## src/rtl/core/md5de_pkg.sv

```systemverilog
package md5de_pkg;

	localparam int unsigned WordW      = 32;
	localparam int unsigned BlockWords = 16;
	localparam int unsigned Rounds     = 64;
	localparam int unsigned QueueDepth = 4;

	localparam logic [WordW-1:0] Iv0 = 32'h67452301;
	localparam logic [WordW-1:0] Iv1 = 32'hefcdab89;
	localparam logic [WordW-1:0] Iv2 = 32'h98badcfe;
	localparam logic [WordW-1:0] Iv3 = 32'h10325476;

	localparam logic [WordW-1:0] PadByte  = 32'h00000080;
	localparam logic [3:0]       LenLoPos = 4'd14;

	// one block word handed from the front to the back
	typedef struct packed {
		logic [WordW-1:0] word;
		logic             fin;   // length high word: closes the message
	} md5de_ent_t;

	function automatic logic [WordW-1:0] md5de_k(input logic [5:0] r);
		logic [WordW-1:0] k;
		unique case (r)
			6'd0:  k = 32'hd76aa478; 6'd1:  k = 32'he8c7b756;
			6'd2:  k = 32'h242070db; 6'd3:  k = 32'hc1bdceee;
			6'd4:  k = 32'hf57c0faf; 6'd5:  k = 32'h4787c62a;
			6'd6:  k = 32'ha8304613; 6'd7:  k = 32'hfd469501;
			6'd8:  k = 32'h698098d8; 6'd9:  k = 32'h8b44f7af;
			6'd10: k = 32'hffff5bb1; 6'd11: k = 32'h895cd7be;
			6'd12: k = 32'h6b901122; 6'd13: k = 32'hfd987193;
			6'd14: k = 32'ha679438e; 6'd15: k = 32'h49b40821;
			6'd16: k = 32'hf61e2562; 6'd17: k = 32'hc040b340;
			6'd18: k = 32'h265e5a51; 6'd19: k = 32'he9b6c7aa;
			6'd20: k = 32'hd62f105d; 6'd21: k = 32'h02441453;
			6'd22: k = 32'hd8a1e681; 6'd23: k = 32'he7d3fbc8;
			6'd24: k = 32'h21e1cde6; 6'd25: k = 32'hc33707d6;
			6'd26: k = 32'hf4d50d87; 6'd27: k = 32'h455a14ed;
			6'd28: k = 32'ha9e3e905; 6'd29: k = 32'hfcefa3f8;
			6'd30: k = 32'h676f02d9; 6'd31: k = 32'h8d2a4c8a;
			6'd32: k = 32'hfffa3942; 6'd33: k = 32'h8771f681;
			6'd34: k = 32'h6d9d6122; 6'd35: k = 32'hfde5380c;
			6'd36: k = 32'ha4beea44; 6'd37: k = 32'h4bdecfa9;
			6'd38: k = 32'hf6bb4b60; 6'd39: k = 32'hbebfbc70;
			6'd40: k = 32'h289b7ec6; 6'd41: k = 32'heaa127fa;
			6'd42: k = 32'hd4ef3085; 6'd43: k = 32'h04881d05;
			6'd44: k = 32'hd9d4d039; 6'd45: k = 32'he6db99e5;
			6'd46: k = 32'h1fa27cf8; 6'd47: k = 32'hc4ac5665;
			6'd48: k = 32'hf4292244; 6'd49: k = 32'h432aff97;
			6'd50: k = 32'hab9423a7; 6'd51: k = 32'hfc93a039;
			6'd52: k = 32'h655b59c3; 6'd53: k = 32'h8f0ccc92;
			6'd54: k = 32'hffeff47d; 6'd55: k = 32'h85845dd1;
			6'd56: k = 32'h6fa87e4f; 6'd57: k = 32'hfe2ce6e0;
			6'd58: k = 32'ha3014314; 6'd59: k = 32'h4e0811a1;
			6'd60: k = 32'hf7537e82; 6'd61: k = 32'hbd3af235;
			6'd62: k = 32'h2ad7d2bb; 6'd63: k = 32'heb86d391;
			default: k = '0;
		endcase
		return k;
	endfunction

	function automatic logic [4:0] md5de_rot(input logic [5:0] r);
		logic [4:0] s;
		unique case ({r[5:4], r[1:0]})
			4'd0:  s = 5'd7;  4'd1:  s = 5'd12; 4'd2:  s = 5'd17; 4'd3:  s = 5'd22;
			4'd4:  s = 5'd5;  4'd5:  s = 5'd9;  4'd6:  s = 5'd14; 4'd7:  s = 5'd20;
			4'd8:  s = 5'd4;  4'd9:  s = 5'd11; 4'd10: s = 5'd16; 4'd11: s = 5'd23;
			4'd12: s = 5'd6;  4'd13: s = 5'd10; 4'd14: s = 5'd15; 4'd15: s = 5'd21;
			default: s = 5'd0;
		endcase
		return s;
	endfunction

	// message word index per round
	function automatic logic [3:0] md5de_g(input logic [5:0] r);
		logic [3:0] g;
		unique case (r[5:4])
			2'd0:    g = r[3:0];
			2'd1:    g = 4'(5 * r[3:0] + 1);
			2'd2:    g = 4'(3 * r[3:0] + 5);
			2'd3:    g = 4'(7 * r[3:0]);
			default: g = '0;
		endcase
		return g;
	endfunction

endpackage

```

## src/rtl/core/md5de_front.sv

```systemverilog
module md5de_front
	import md5de_pkg::*;
(
	input  logic             clk,
	input  logic             arst_n,
	input  logic             in_valid,
	output logic             in_ready,
	input  logic [WordW-1:0] in_data,
	input  logic [2:0]       in_nbytes,
	input  logic             in_last,
	output logic             q_valid,
	input  logic             q_ready,
	output md5de_ent_t       q_ent
);

	typedef enum logic [1:0] {
		ST_DATA = 2'b01,
		ST_PAD  = 2'b10
	} fr_state_t;

	fr_state_t   state_q;
	logic [3:0]  pos_q;
	logic [63:0] count_q;
	logic        pad_first_q;
	logic        len_phase_q;
	logic [2:0]  nsat;
	logic [WordW-1:0] tail_word;
	logic        acc;
	logic        push;

	assign nsat = (in_nbytes > 3'd4) ? 3'd4 : in_nbytes;

	// partial last word with the 0x80 marker right after the valid bytes
	always_comb begin
		case (nsat)
			3'd0:    tail_word = PadByte;
			3'd1:    tail_word = {16'h0000, 8'h80, in_data[7:0]};
			3'd2:    tail_word = {8'h00, 8'h80, in_data[15:0]};
			3'd3:    tail_word = {8'h80, in_data[23:0]};
			default: tail_word = in_data;
		endcase
	end

	assign in_ready = (state_q == ST_DATA) && q_ready;
	assign acc      = in_valid && in_ready;
	assign push     = q_valid && q_ready;

	always_comb begin
		q_valid   = 1'b0;
		q_ent.word = '0;
		q_ent.fin  = 1'b0;
		unique case (state_q)
			ST_DATA: begin
				q_valid    = in_valid;
				q_ent.word = in_last ? tail_word : in_data;
			end
			ST_PAD: begin
				q_valid = 1'b1;
				q_ent.fin = len_phase_q;
				if (pad_first_q) begin
					q_ent.word = PadByte;
				end else if (len_phase_q) begin
					q_ent.word = count_q[63:32];
				end else if (pos_q == LenLoPos) begin
					q_ent.word = count_q[31:0];
				end
			end
			default: ;
		endcase
	end

	always_ff @(posedge clk or negedge arst_n) begin
		if (!arst_n) begin
			state_q     <= ST_DATA;
			pos_q       <= '0;
			count_q     <= '0;
			pad_first_q <= 1'b0;
			len_phase_q <= 1'b0;
		end else begin
			unique case (state_q)
				ST_DATA: begin
					if (acc) begin
						pos_q <= pos_q + 4'd1;
						if (in_last) begin
							count_q     <= count_q + {58'd0, nsat, 3'b000};
							state_q     <= ST_PAD;
							pad_first_q <= (nsat == 3'd4);
							len_phase_q <= 1'b0;
						end else begin
							count_q <= count_q + 64'd32;
						end
					end
				end
				ST_PAD: begin
					if (push) begin
						// the length high word sits in word 15, so this wraps to 0
						pos_q       <= pos_q + 4'd1;
						pad_first_q <= 1'b0;
						if (len_phase_q) begin
							state_q     <= ST_DATA;
							count_q     <= '0;
							len_phase_q <= 1'b0;
						end else if (!pad_first_q && pos_q == LenLoPos) begin
							len_phase_q <= 1'b1;
						end
					end
				end
				default: state_q <= ST_DATA;
			endcase
		end
	end

endmodule

```

## src/rtl/core/md5de_queue.sv

```systemverilog
module md5de_queue
	import md5de_pkg::*;
#(
	parameter int unsigned DEPTH = QueueDepth
) (
	input  logic       clk,
	input  logic       arst_n,
	input  logic       push_valid,
	output logic       push_ready,
	input  md5de_ent_t push_ent,
	output logic       pop_valid,
	input  logic       pop_ready,
	output md5de_ent_t pop_ent
);

	localparam int unsigned PtrW = $clog2(DEPTH);
	localparam int unsigned CntW = $clog2(DEPTH + 1);

	md5de_ent_t          ent_q [DEPTH];
	logic [PtrW-1:0]     wr_ptr_q;
	logic [PtrW-1:0]     rd_ptr_q;
	logic [CntW-1:0]     cnt_q;
	logic                do_push;
	logic                do_pop;

	assign push_ready = (cnt_q != CntW'(DEPTH));
	assign pop_valid  = (cnt_q != '0);
	assign pop_ent    = ent_q[rd_ptr_q];
	assign do_push    = push_valid && push_ready;
	assign do_pop     = pop_valid && pop_ready;

	always_ff @(posedge clk) begin
		if (do_push) begin
			ent_q[wr_ptr_q] <= push_ent;
		end
	end

	always_ff @(posedge clk or negedge arst_n) begin
		if (!arst_n) begin
			wr_ptr_q <= '0;
			rd_ptr_q <= '0;
			cnt_q    <= '0;
		end else begin
			if (do_push) begin
				wr_ptr_q <= (wr_ptr_q == PtrW'(DEPTH - 1)) ? '0 : wr_ptr_q + 1'b1;
			end
			if (do_pop) begin
				rd_ptr_q <= (rd_ptr_q == PtrW'(DEPTH - 1)) ? '0 : rd_ptr_q + 1'b1;
			end
			case ({do_push, do_pop})
				2'b10:   cnt_q <= cnt_q + 1'b1;
				2'b01:   cnt_q <= cnt_q - 1'b1;
				default: ;
			endcase
		end
	end

endmodule

```

## src/rtl/core/md5de_back.sv

```systemverilog
module md5de_back
	import md5de_pkg::*;
(
	input  logic             clk,
	input  logic             arst_n,
	input  logic             w_valid,
	output logic             w_ready,
	input  md5de_ent_t       w_ent,
	output logic             out_valid,
	input  logic             out_ready,
	output logic [WordW-1:0] out_word,
	output logic             out_last
);

	// two block banks: one fills while the other is compressed
	logic [WordW-1:0] blk_q [2*BlockWords];
	logic             wr_bank_q;
	logic [3:0]       wr_pos_q;
	logic [1:0]       full_q;
	logic [1:0]       final_q;
	logic             rd_bank_q;

	logic             busy_q;
	logic [5:0]       round_q;
	logic [WordW-1:0] a_q, b_q, c_q, d_q;
	logic [WordW-1:0] ch_q [4];
	logic [WordW-1:0] dig_q [4];
	logic             out_busy_q;
	logic [1:0]       out_idx_q;

	logic             w_acc;
	logic             start;
	logic [WordW-1:0] f, m, t, b_nxt;
	logic [63:0]      rot_tmp;

	assign w_ready = !full_q[wr_bank_q];
	assign w_acc   = w_valid && w_ready;
	assign start   = !busy_q && full_q[rd_bank_q] && !out_busy_q;

	always_comb begin
		case (round_q[5:4])
			2'd0:    f = (b_q & c_q) | (~b_q & d_q);
			2'd1:    f = (b_q & d_q) | (c_q & ~d_q);
			2'd2:    f = b_q ^ c_q ^ d_q;
			default: f = c_q ^ (b_q | ~d_q);
		endcase
		m       = blk_q[{rd_bank_q, md5de_g(round_q)}];
		t       = a_q + f + md5de_k(round_q) + m;
		rot_tmp = {t, t} << md5de_rot(round_q);
		b_nxt   = b_q + rot_tmp[63:32];
	end

	assign out_valid = out_busy_q;
	assign out_word  = dig_q[out_idx_q];
	assign out_last  = (out_idx_q == 2'd3);

	always_ff @(posedge clk) begin
		if (w_acc) begin
			blk_q[{wr_bank_q, wr_pos_q}] <= w_ent.word;
		end
		if (start) begin
			a_q <= ch_q[0];
			b_q <= ch_q[1];
			c_q <= ch_q[2];
			d_q <= ch_q[3];
		end else if (busy_q) begin
			a_q <= d_q;
			b_q <= b_nxt;
			c_q <= b_q;
			d_q <= c_q;
		end
		if (busy_q && round_q == 6'(Rounds - 1) && final_q[rd_bank_q]) begin
			dig_q[0] <= ch_q[0] + d_q;
			dig_q[1] <= ch_q[1] + b_nxt;
			dig_q[2] <= ch_q[2] + b_q;
			dig_q[3] <= ch_q[3] + c_q;
		end
	end

	always_ff @(posedge clk or negedge arst_n) begin
		if (!arst_n) begin
			wr_bank_q  <= 1'b0;
			wr_pos_q   <= '0;
			full_q     <= '0;
			final_q    <= '0;
			rd_bank_q  <= 1'b0;
			busy_q     <= 1'b0;
			round_q    <= '0;
			ch_q[0]    <= Iv0;
			ch_q[1]    <= Iv1;
			ch_q[2]    <= Iv2;
			ch_q[3]    <= Iv3;
			out_busy_q <= 1'b0;
			out_idx_q  <= '0;
		end else begin
			if (w_acc) begin
				wr_pos_q <= wr_pos_q + 4'd1;
				if (wr_pos_q == 4'(BlockWords - 1)) begin
					full_q[wr_bank_q]  <= 1'b1;
					final_q[wr_bank_q] <= w_ent.fin;
					wr_bank_q          <= !wr_bank_q;
				end
			end
			if (start) begin
				busy_q  <= 1'b1;
				round_q <= '0;
			end else if (busy_q) begin
				round_q <= round_q + 6'd1;
				if (round_q == 6'(Rounds - 1)) begin
					busy_q            <= 1'b0;
					full_q[rd_bank_q] <= 1'b0;
					rd_bank_q         <= !rd_bank_q;
					if (final_q[rd_bank_q]) begin
						ch_q[0]    <= Iv0;
						ch_q[1]    <= Iv1;
						ch_q[2]    <= Iv2;
						ch_q[3]    <= Iv3;
						out_busy_q <= 1'b1;
						out_idx_q  <= '0;
					end else begin
						ch_q[0] <= ch_q[0] + d_q;
						ch_q[1] <= ch_q[1] + b_nxt;
						ch_q[2] <= ch_q[2] + b_q;
						ch_q[3] <= ch_q[3] + c_q;
					end
				end
			end
			if (out_busy_q && out_ready) begin
				out_idx_q <= out_idx_q + 2'd1;
				if (out_idx_q == 2'd3) begin
					out_busy_q <= 1'b0;
				end
			end
		end
	end

endmodule

```

## src/rtl/core/md5_digest_engine.sv

```systemverilog
// MD5 engine: sustained throughput is set by the round loop, which takes each 16-word
// block through a start step and then 64 rounds; the next block can fill meanwhile.
// With the back idle, the final length word passes through the queue into the block
// store, which starts the rounds; the digest is registered after the last round.
// Reset (arst_n low, async): chaining words to the MD5 IV, counters and queue
// empty; block storage is not cleared.
module md5_digest_engine
	import md5de_pkg::*;
#(
	parameter int unsigned QUEUE_DEPTH = QueueDepth
) (
	input  logic        clk,
	input  logic        arst_n,
	// input stream: one message word per request
	input  logic        s_axis_tvalid,
	output logic        s_axis_tready,
	input  logic [39:0] s_axis_tdata,  // [31:0] data, [34:32] nbytes, [39:35] zero
	input  logic        s_axis_tlast,  // last
	// digest stream: A, B, C, D
	output logic        m_axis_tvalid,
	input  logic        m_axis_tready,
	output logic [31:0] m_axis_tdata,  // [31:0] digest_word
	output logic        m_axis_tlast   // last_word
);

	// front -> queue -> back
	logic       fq_valid, fq_ready;
	md5de_ent_t fq_ent;
	logic       qb_valid, qb_ready;
	md5de_ent_t qb_ent;

	// Front: classifies each request as data or final, and generates the 0x80
	// marker, zero fill and 64-bit length words at one word per cycle while the queue has room.
	md5de_front u_front (
		.clk       (clk),
		.arst_n    (arst_n),
		.in_valid  (s_axis_tvalid),
		.in_ready  (s_axis_tready),
		.in_data   (s_axis_tdata[31:0]),
		.in_nbytes (s_axis_tdata[34:32]),
		.in_last   (s_axis_tlast),
		.q_valid   (fq_valid),
		.q_ready   (fq_ready),
		.q_ent     (fq_ent)
	);

	// Short queue so the padding sequencer and compression stall independently.
	md5de_queue #(
		.DEPTH (QUEUE_DEPTH)
	) u_queue (
		.clk        (clk),
		.arst_n     (arst_n),
		.push_valid (fq_valid),
		.push_ready (fq_ready),
		.push_ent   (fq_ent),
		.pop_valid  (qb_valid),
		.pop_ready  (qb_ready),
		.pop_ent    (qb_ent)
	);

	// Back: double-buffered block store, round unit, chaining words and the
	// digest output register (held until each word is taken).
	md5de_back u_back (
		.clk       (clk),
		.arst_n    (arst_n),
		.w_valid   (qb_valid),
		.w_ready   (qb_ready),
		.w_ent     (qb_ent),
		.out_valid (m_axis_tvalid),
		.out_ready (m_axis_tready),
		.out_word  (m_axis_tdata),
		.out_last  (m_axis_tlast)
	);

endmodule
```

## config.mk

```make
export PLATFORM = sky130hd
export DESIGN_NAME = md5_digest_engine
export DESIGN_NICKNAME = d
export VERILOG_FILES = /design/src/rtl/core/md5de_pkg.sv /design/src/rtl/core/md5de_front.sv /design/src/rtl/core/md5de_queue.sv /design/src/rtl/core/md5de_back.sv /design/src/rtl/core/md5_digest_engine.sv
export SDC_FILE = /design/constraint.sdc
export NUM_CORES = 2
export LEC_CHECK = 0
export ABC_AREA = 1
export ABC_CLOCK_PERIOD_IN_PS = 21500
export BUFFER_PORTS_ARGS = -buffer_cell sky130_fd_sc_hd__buf_2
export CORE_ASPECT_RATIO = 0.75
export CORE_MARGIN = 8
export CORE_UTILIZATION = 68
export CTS_BUF_LIST = sky130_fd_sc_hd__clkbuf_2 sky130_fd_sc_hd__clkbuf_4 sky130_fd_sc_hd__clkbuf_8
export DETAILED_ROUTE_END_ITERATION = 16
export PLACE_DENSITY = 0.88
export SLEW_MARGIN = 10
export SYNTH_ARGS = -nofsm -noshare
export SYNTH_HDL_FRONTEND = slang
export SYNTH_SLANG_ARGS = --single-unit
```

## constraint.sdc

```tcl
create_clock -name clk -period 21.5 [get_ports clk]
set_clock_uncertainty 0.1 [all_clocks]
set_input_delay 3.225 -clock clk [delete_from_list [all_inputs] [get_ports clk]]
set_output_delay 3.225 -clock clk [all_outputs]
set_load 0.02 [all_outputs]
```

==> flow_metrics.env <==
export IMPL_rows=111
export IMPL_cp_top_family="compound AO/OA/AOI/OAI gates"
export IMPL_synth_seq_area_share_pct=58.0
export IMPL_clkLatencyLatePin_ns=1.01
export IMPL_grt_max_degree=211
export IMPL_ctsHoldBuffers=0
export IMPL_cts_path_max_buffers=3
export IMPL_ys_seq_elements=1636
export IMPL_critPathArrivalTime_ns=16.16
export IMPL_gp_congestion=0.996
export IMPL_grt_pass1_vias=64500
export IMPL_htree_levels=4
export IMPL_numPortBuffers=74
export IMPL_setup_viol=0
export IMPL_cp_max_fo=136
export IMPL_slew_violations=0
export IMPL_async_flop_share_pct=13.7
export IMPL_dr_pass1_iters=9
export IMPL_syn_area_per_cell_um2=9.93
export IMPL_synthFlopType="edfxtp_1"
export IMPL_critPathMaxStageDelay_ns=0.90
export IMPL_cts_resized_gates=0
export IMPL_num_vias=68100
export IMPL_top_usage_layer="met1"
export IMPL_crit_buf_inv=9
export IMPL_cts_sink_count=1636
export IMPL_cts_buffers=234
export IMPL_finalWirelength_mm=261
export IMPL_wl_per_cell_um=25.6
export IMPL_die_area_mm2=0.134
export IMPL_cp_slowest_cell="dfrtp_1"
export IMPL_grt_util_met3_pct=13.3
export IMPL_dr_first_iter_drc_count=12300
export IMPL_met1_usage_pct=54.1
export IMPL_cts_root_buf="clkbuf_8"
export IMPL_grt_use_total_pct=37.7
export IMPL_ys_types=76
export IMPL_start_util_pct=68.2
export IMPL_max_cap_viol_count=0
export IMPL_synth_area_top_cells="edfxtp_1, o21ai_0, nand2_1"
export IMPL_yosys_area_top_type="edfxtp_1"
export IMPL_overflow=0
export IMPL_viasPerCell=6.67
export IMPL_worst_pin_slew_ns=1.35
export IMPL_synth_top_area_share_pct=51.1
export IMPL_antenna_found_initial=8
export IMPL_clkTransAtPathRegs_ns=0.07
export IMPL_coreArea_mm2=0.122
export IMPL_worstHoldPathType="reg2reg"
export IMPL_finalSetupTns_ns=0
export IMPL_syn_inst=8352
export IMPL_critPathCaptureType="flip-flop"
export IMPL_finalCriticalPeriod_ns=15.52
export IMPL_layout_drive_gt1_share_pct=9.73
export IMPL_die_w_um=419
export IMPL_synth_edf_count=1412
export IMPL_final_period_utilization_pct=72.2
export IMPL_slew_headroom_pct=9.97
export IMPL_cts_tree="yes"
export IMPL_syn_num_nets=8699
export IMPL_drc_errors=0
export IMPL_drtAntennaViolNets=0
export IMPL_report_final_hold_viol_count=0
export IMPL_post_cts_buffers=0
export IMPL_num_io_pins=80
export IMPL_die_height_um=318
export IMPL_post_dp_hpwl_mm=167
export IMPL_area_growth_pct=8.76
export IMPL_fin_util_pct=74.2
export IMPL_grtUsageMet2_pct=52.4
export IMPL_outcome="finished, final reports clean"
export IMPL_rsz0062_at_grt="false"
export IMPL_fmax_ghz=0.0644
export IMPL_yosys_warnings=0
export IMPL_worst_path_most_repeated_cell="nand2_1"
export IMPL_grt_first_pass_wirelength_mm=386
export IMPL_nets=8712
export IMPL_critPathLaunchType="flip-flop"
export IMPL_path_class="reg2reg"
export IMPL_synth_area_mm2=0.0830
export IMPL_crit_required_ns=22.14
==> state kept, by name (all words and copies together), names as in the netlist, 3 cells and up <==
register	count
u_back.c_q	32
u_back.round_q	6
u_front.pos_q	4
u_back.a_q	32
u_back.ch_q	128
u_front.count_q	61
u_back.dig_q	128
u_queue.ent_q	132
u_back.blk_q	1024
u_back.b_q	32
u_queue.cnt_q	3
u_back.d_q	32
u_back.wr_pos_q	4
==> path summary, 6_finish.rpt <==
path | start | endpoint | slack (ns) | cells past startpoint
min in group asynchronous | arst_n | u_back.ch_q[66] | 2.13 | 1
setup / recovery | u_back.round_q[4] | u_back.dig_q[1][31] | 5.98 | 62
hold reg to reg | u_front.count_q[21] | u_front.count_q[21] | 0.40 | 1
max in group asynchronous | arst_n | u_queue.rd_ptr_q[0] | 17.11 | 3
setup reg to reg | u_back.round_q[4] | u_back.dig_q[1][31] | 5.98 | 62
hold / removal | u_front.count_q[21] | u_front.count_q[21] | 0.40 | 1
==> per-stage QoR <==
step / cells / instance area [um2] / setup WS (ns) / hold WS (ns)
after floorplan: 8352 / 83000 / 10.89 / 0.342
after global placement: 9767 / 85200 / 6.85 / 0.357
after global routing: 10200 / 90200 / 5.09 / 0.395
final: 10200 / 90200 / 5.98 / 0.395
after detailed placement: 9767 / 85200 / 6.64 / 0.373
after CTS: 10200 / 90100 / 6.56 / 0.391
==> logic make-up (layout without fill, tap and decap cells) <==
group                    Yosys count  count (layout)  synth area share (%)
buffers and inverters           1144            1360                  5.32
other                              0               6                     0
AND/OR/NAND/NOR                 2855            2855                  14.3
flip-flops                      1636            1636                  58.0
adder cells (fa/ha/maj)          302             302                  5.21
AO/OA/AOI/OAI                   2221            2221                  15.2
multiplexers                       7               7                0.0860
XOR/XNOR                         187             187                  1.97
==> layer usage <==
metal	vias to the layer above	share of wire, %
met3	868	17
li1	29600	-
met4	2	4.6
met5	-	0.0077
met1	32100	37
met2	5580	41
==> Yosys cell counts, drive strengths merged (3+ instances only) <==
library cell,number
dfrtp,159
fa,72
nor2,929
edfxtp,1412
o21a,20
buf,54
mux2i,6
ha,230
clkbuf,358
nor3,89
o211ai,97
a221oi,7
a31oi,80
a22oi,9
or2,17
and2,12
o32ai,8
o21ai,1113
o311ai,4
a32oi,8
nand4,36
o22a,32
o31ai,18
nor4,31
o21bai,12
o22ai,364
nand3,418
dfstp,65
a21oi,394
xor2,106
nor3b,3
inv,727
a21o,10
clkinv,5
o221ai,15
nand2,1317
a21boi,14
xnor2,81
o2111ai,7
==> layout make-up <==
type	instances	area, um2
flip-flops and latches	1636	48100
inverters	732	2780
repair buffers	189	1270
clock inverters	111	920
diodes	6	15.0
clock buffers	328	4030
fillers	7937	31400
multi-input cells	5572	31100
well taps	1638	2050
==> cells in the final DEF (no fill, tap or decap), types with 12 or more instances in the layout <==
| cell type | netlist | final |
|---|---|---|
| a21oi_1 | 379 | 377 |
| a21oi_2 | 14 | 16 |
| a31oi_1 | 80 | 79 |
| and2_1 | 12 | 12 |
| buf_2 | 20 | 73 |
| buf_4 | 6 | 113 |
| bufinv_16 | 0 | 13 |
| clkbuf_4 | 0 | 78 |
| clkbuf_8 | 0 | 250 |
| clkinv_1 | 4 | 52 |
| clkinv_2 | 1 | 39 |
| dfrtp_1 | 159 | 156 |
| dfstp_2 | 65 | 65 |
| edfxtp_1 | 1412 | 1412 |
| fa_1 | 72 | 72 |
| ha_1 | 230 | 230 |
| inv_1 | 705 | 700 |
| inv_2 | 18 | 19 |
| nand2_1 | 1302 | 1302 |
| nand3_1 | 409 | 408 |
| nand4_1 | 36 | 36 |
| nor2_1 | 922 | 884 |
| nor2_4 | 1 | 38 |
| nor3_1 | 87 | 85 |
| nor4_1 | 28 | 28 |
| o211ai_1 | 97 | 97 |
| o21a_1 | 20 | 20 |
| o21ai_0 | 1060 | 1060 |
| o21ai_1 | 41 | 40 |
| o21ai_2 | 12 | 13 |
| o221ai_1 | 15 | 15 |
| o22a_1 | 32 | 32 |
| o22ai_1 | 364 | 332 |
| o22ai_2 | 0 | 23 |
| o31ai_1 | 18 | 18 |
| xnor2_1 | 81 | 81 |
| xor2_1 | 106 | 106 |
Power is not shown: default switching activity piles up to over one toggle a cycle in this logic, so the estimate is an artifact.
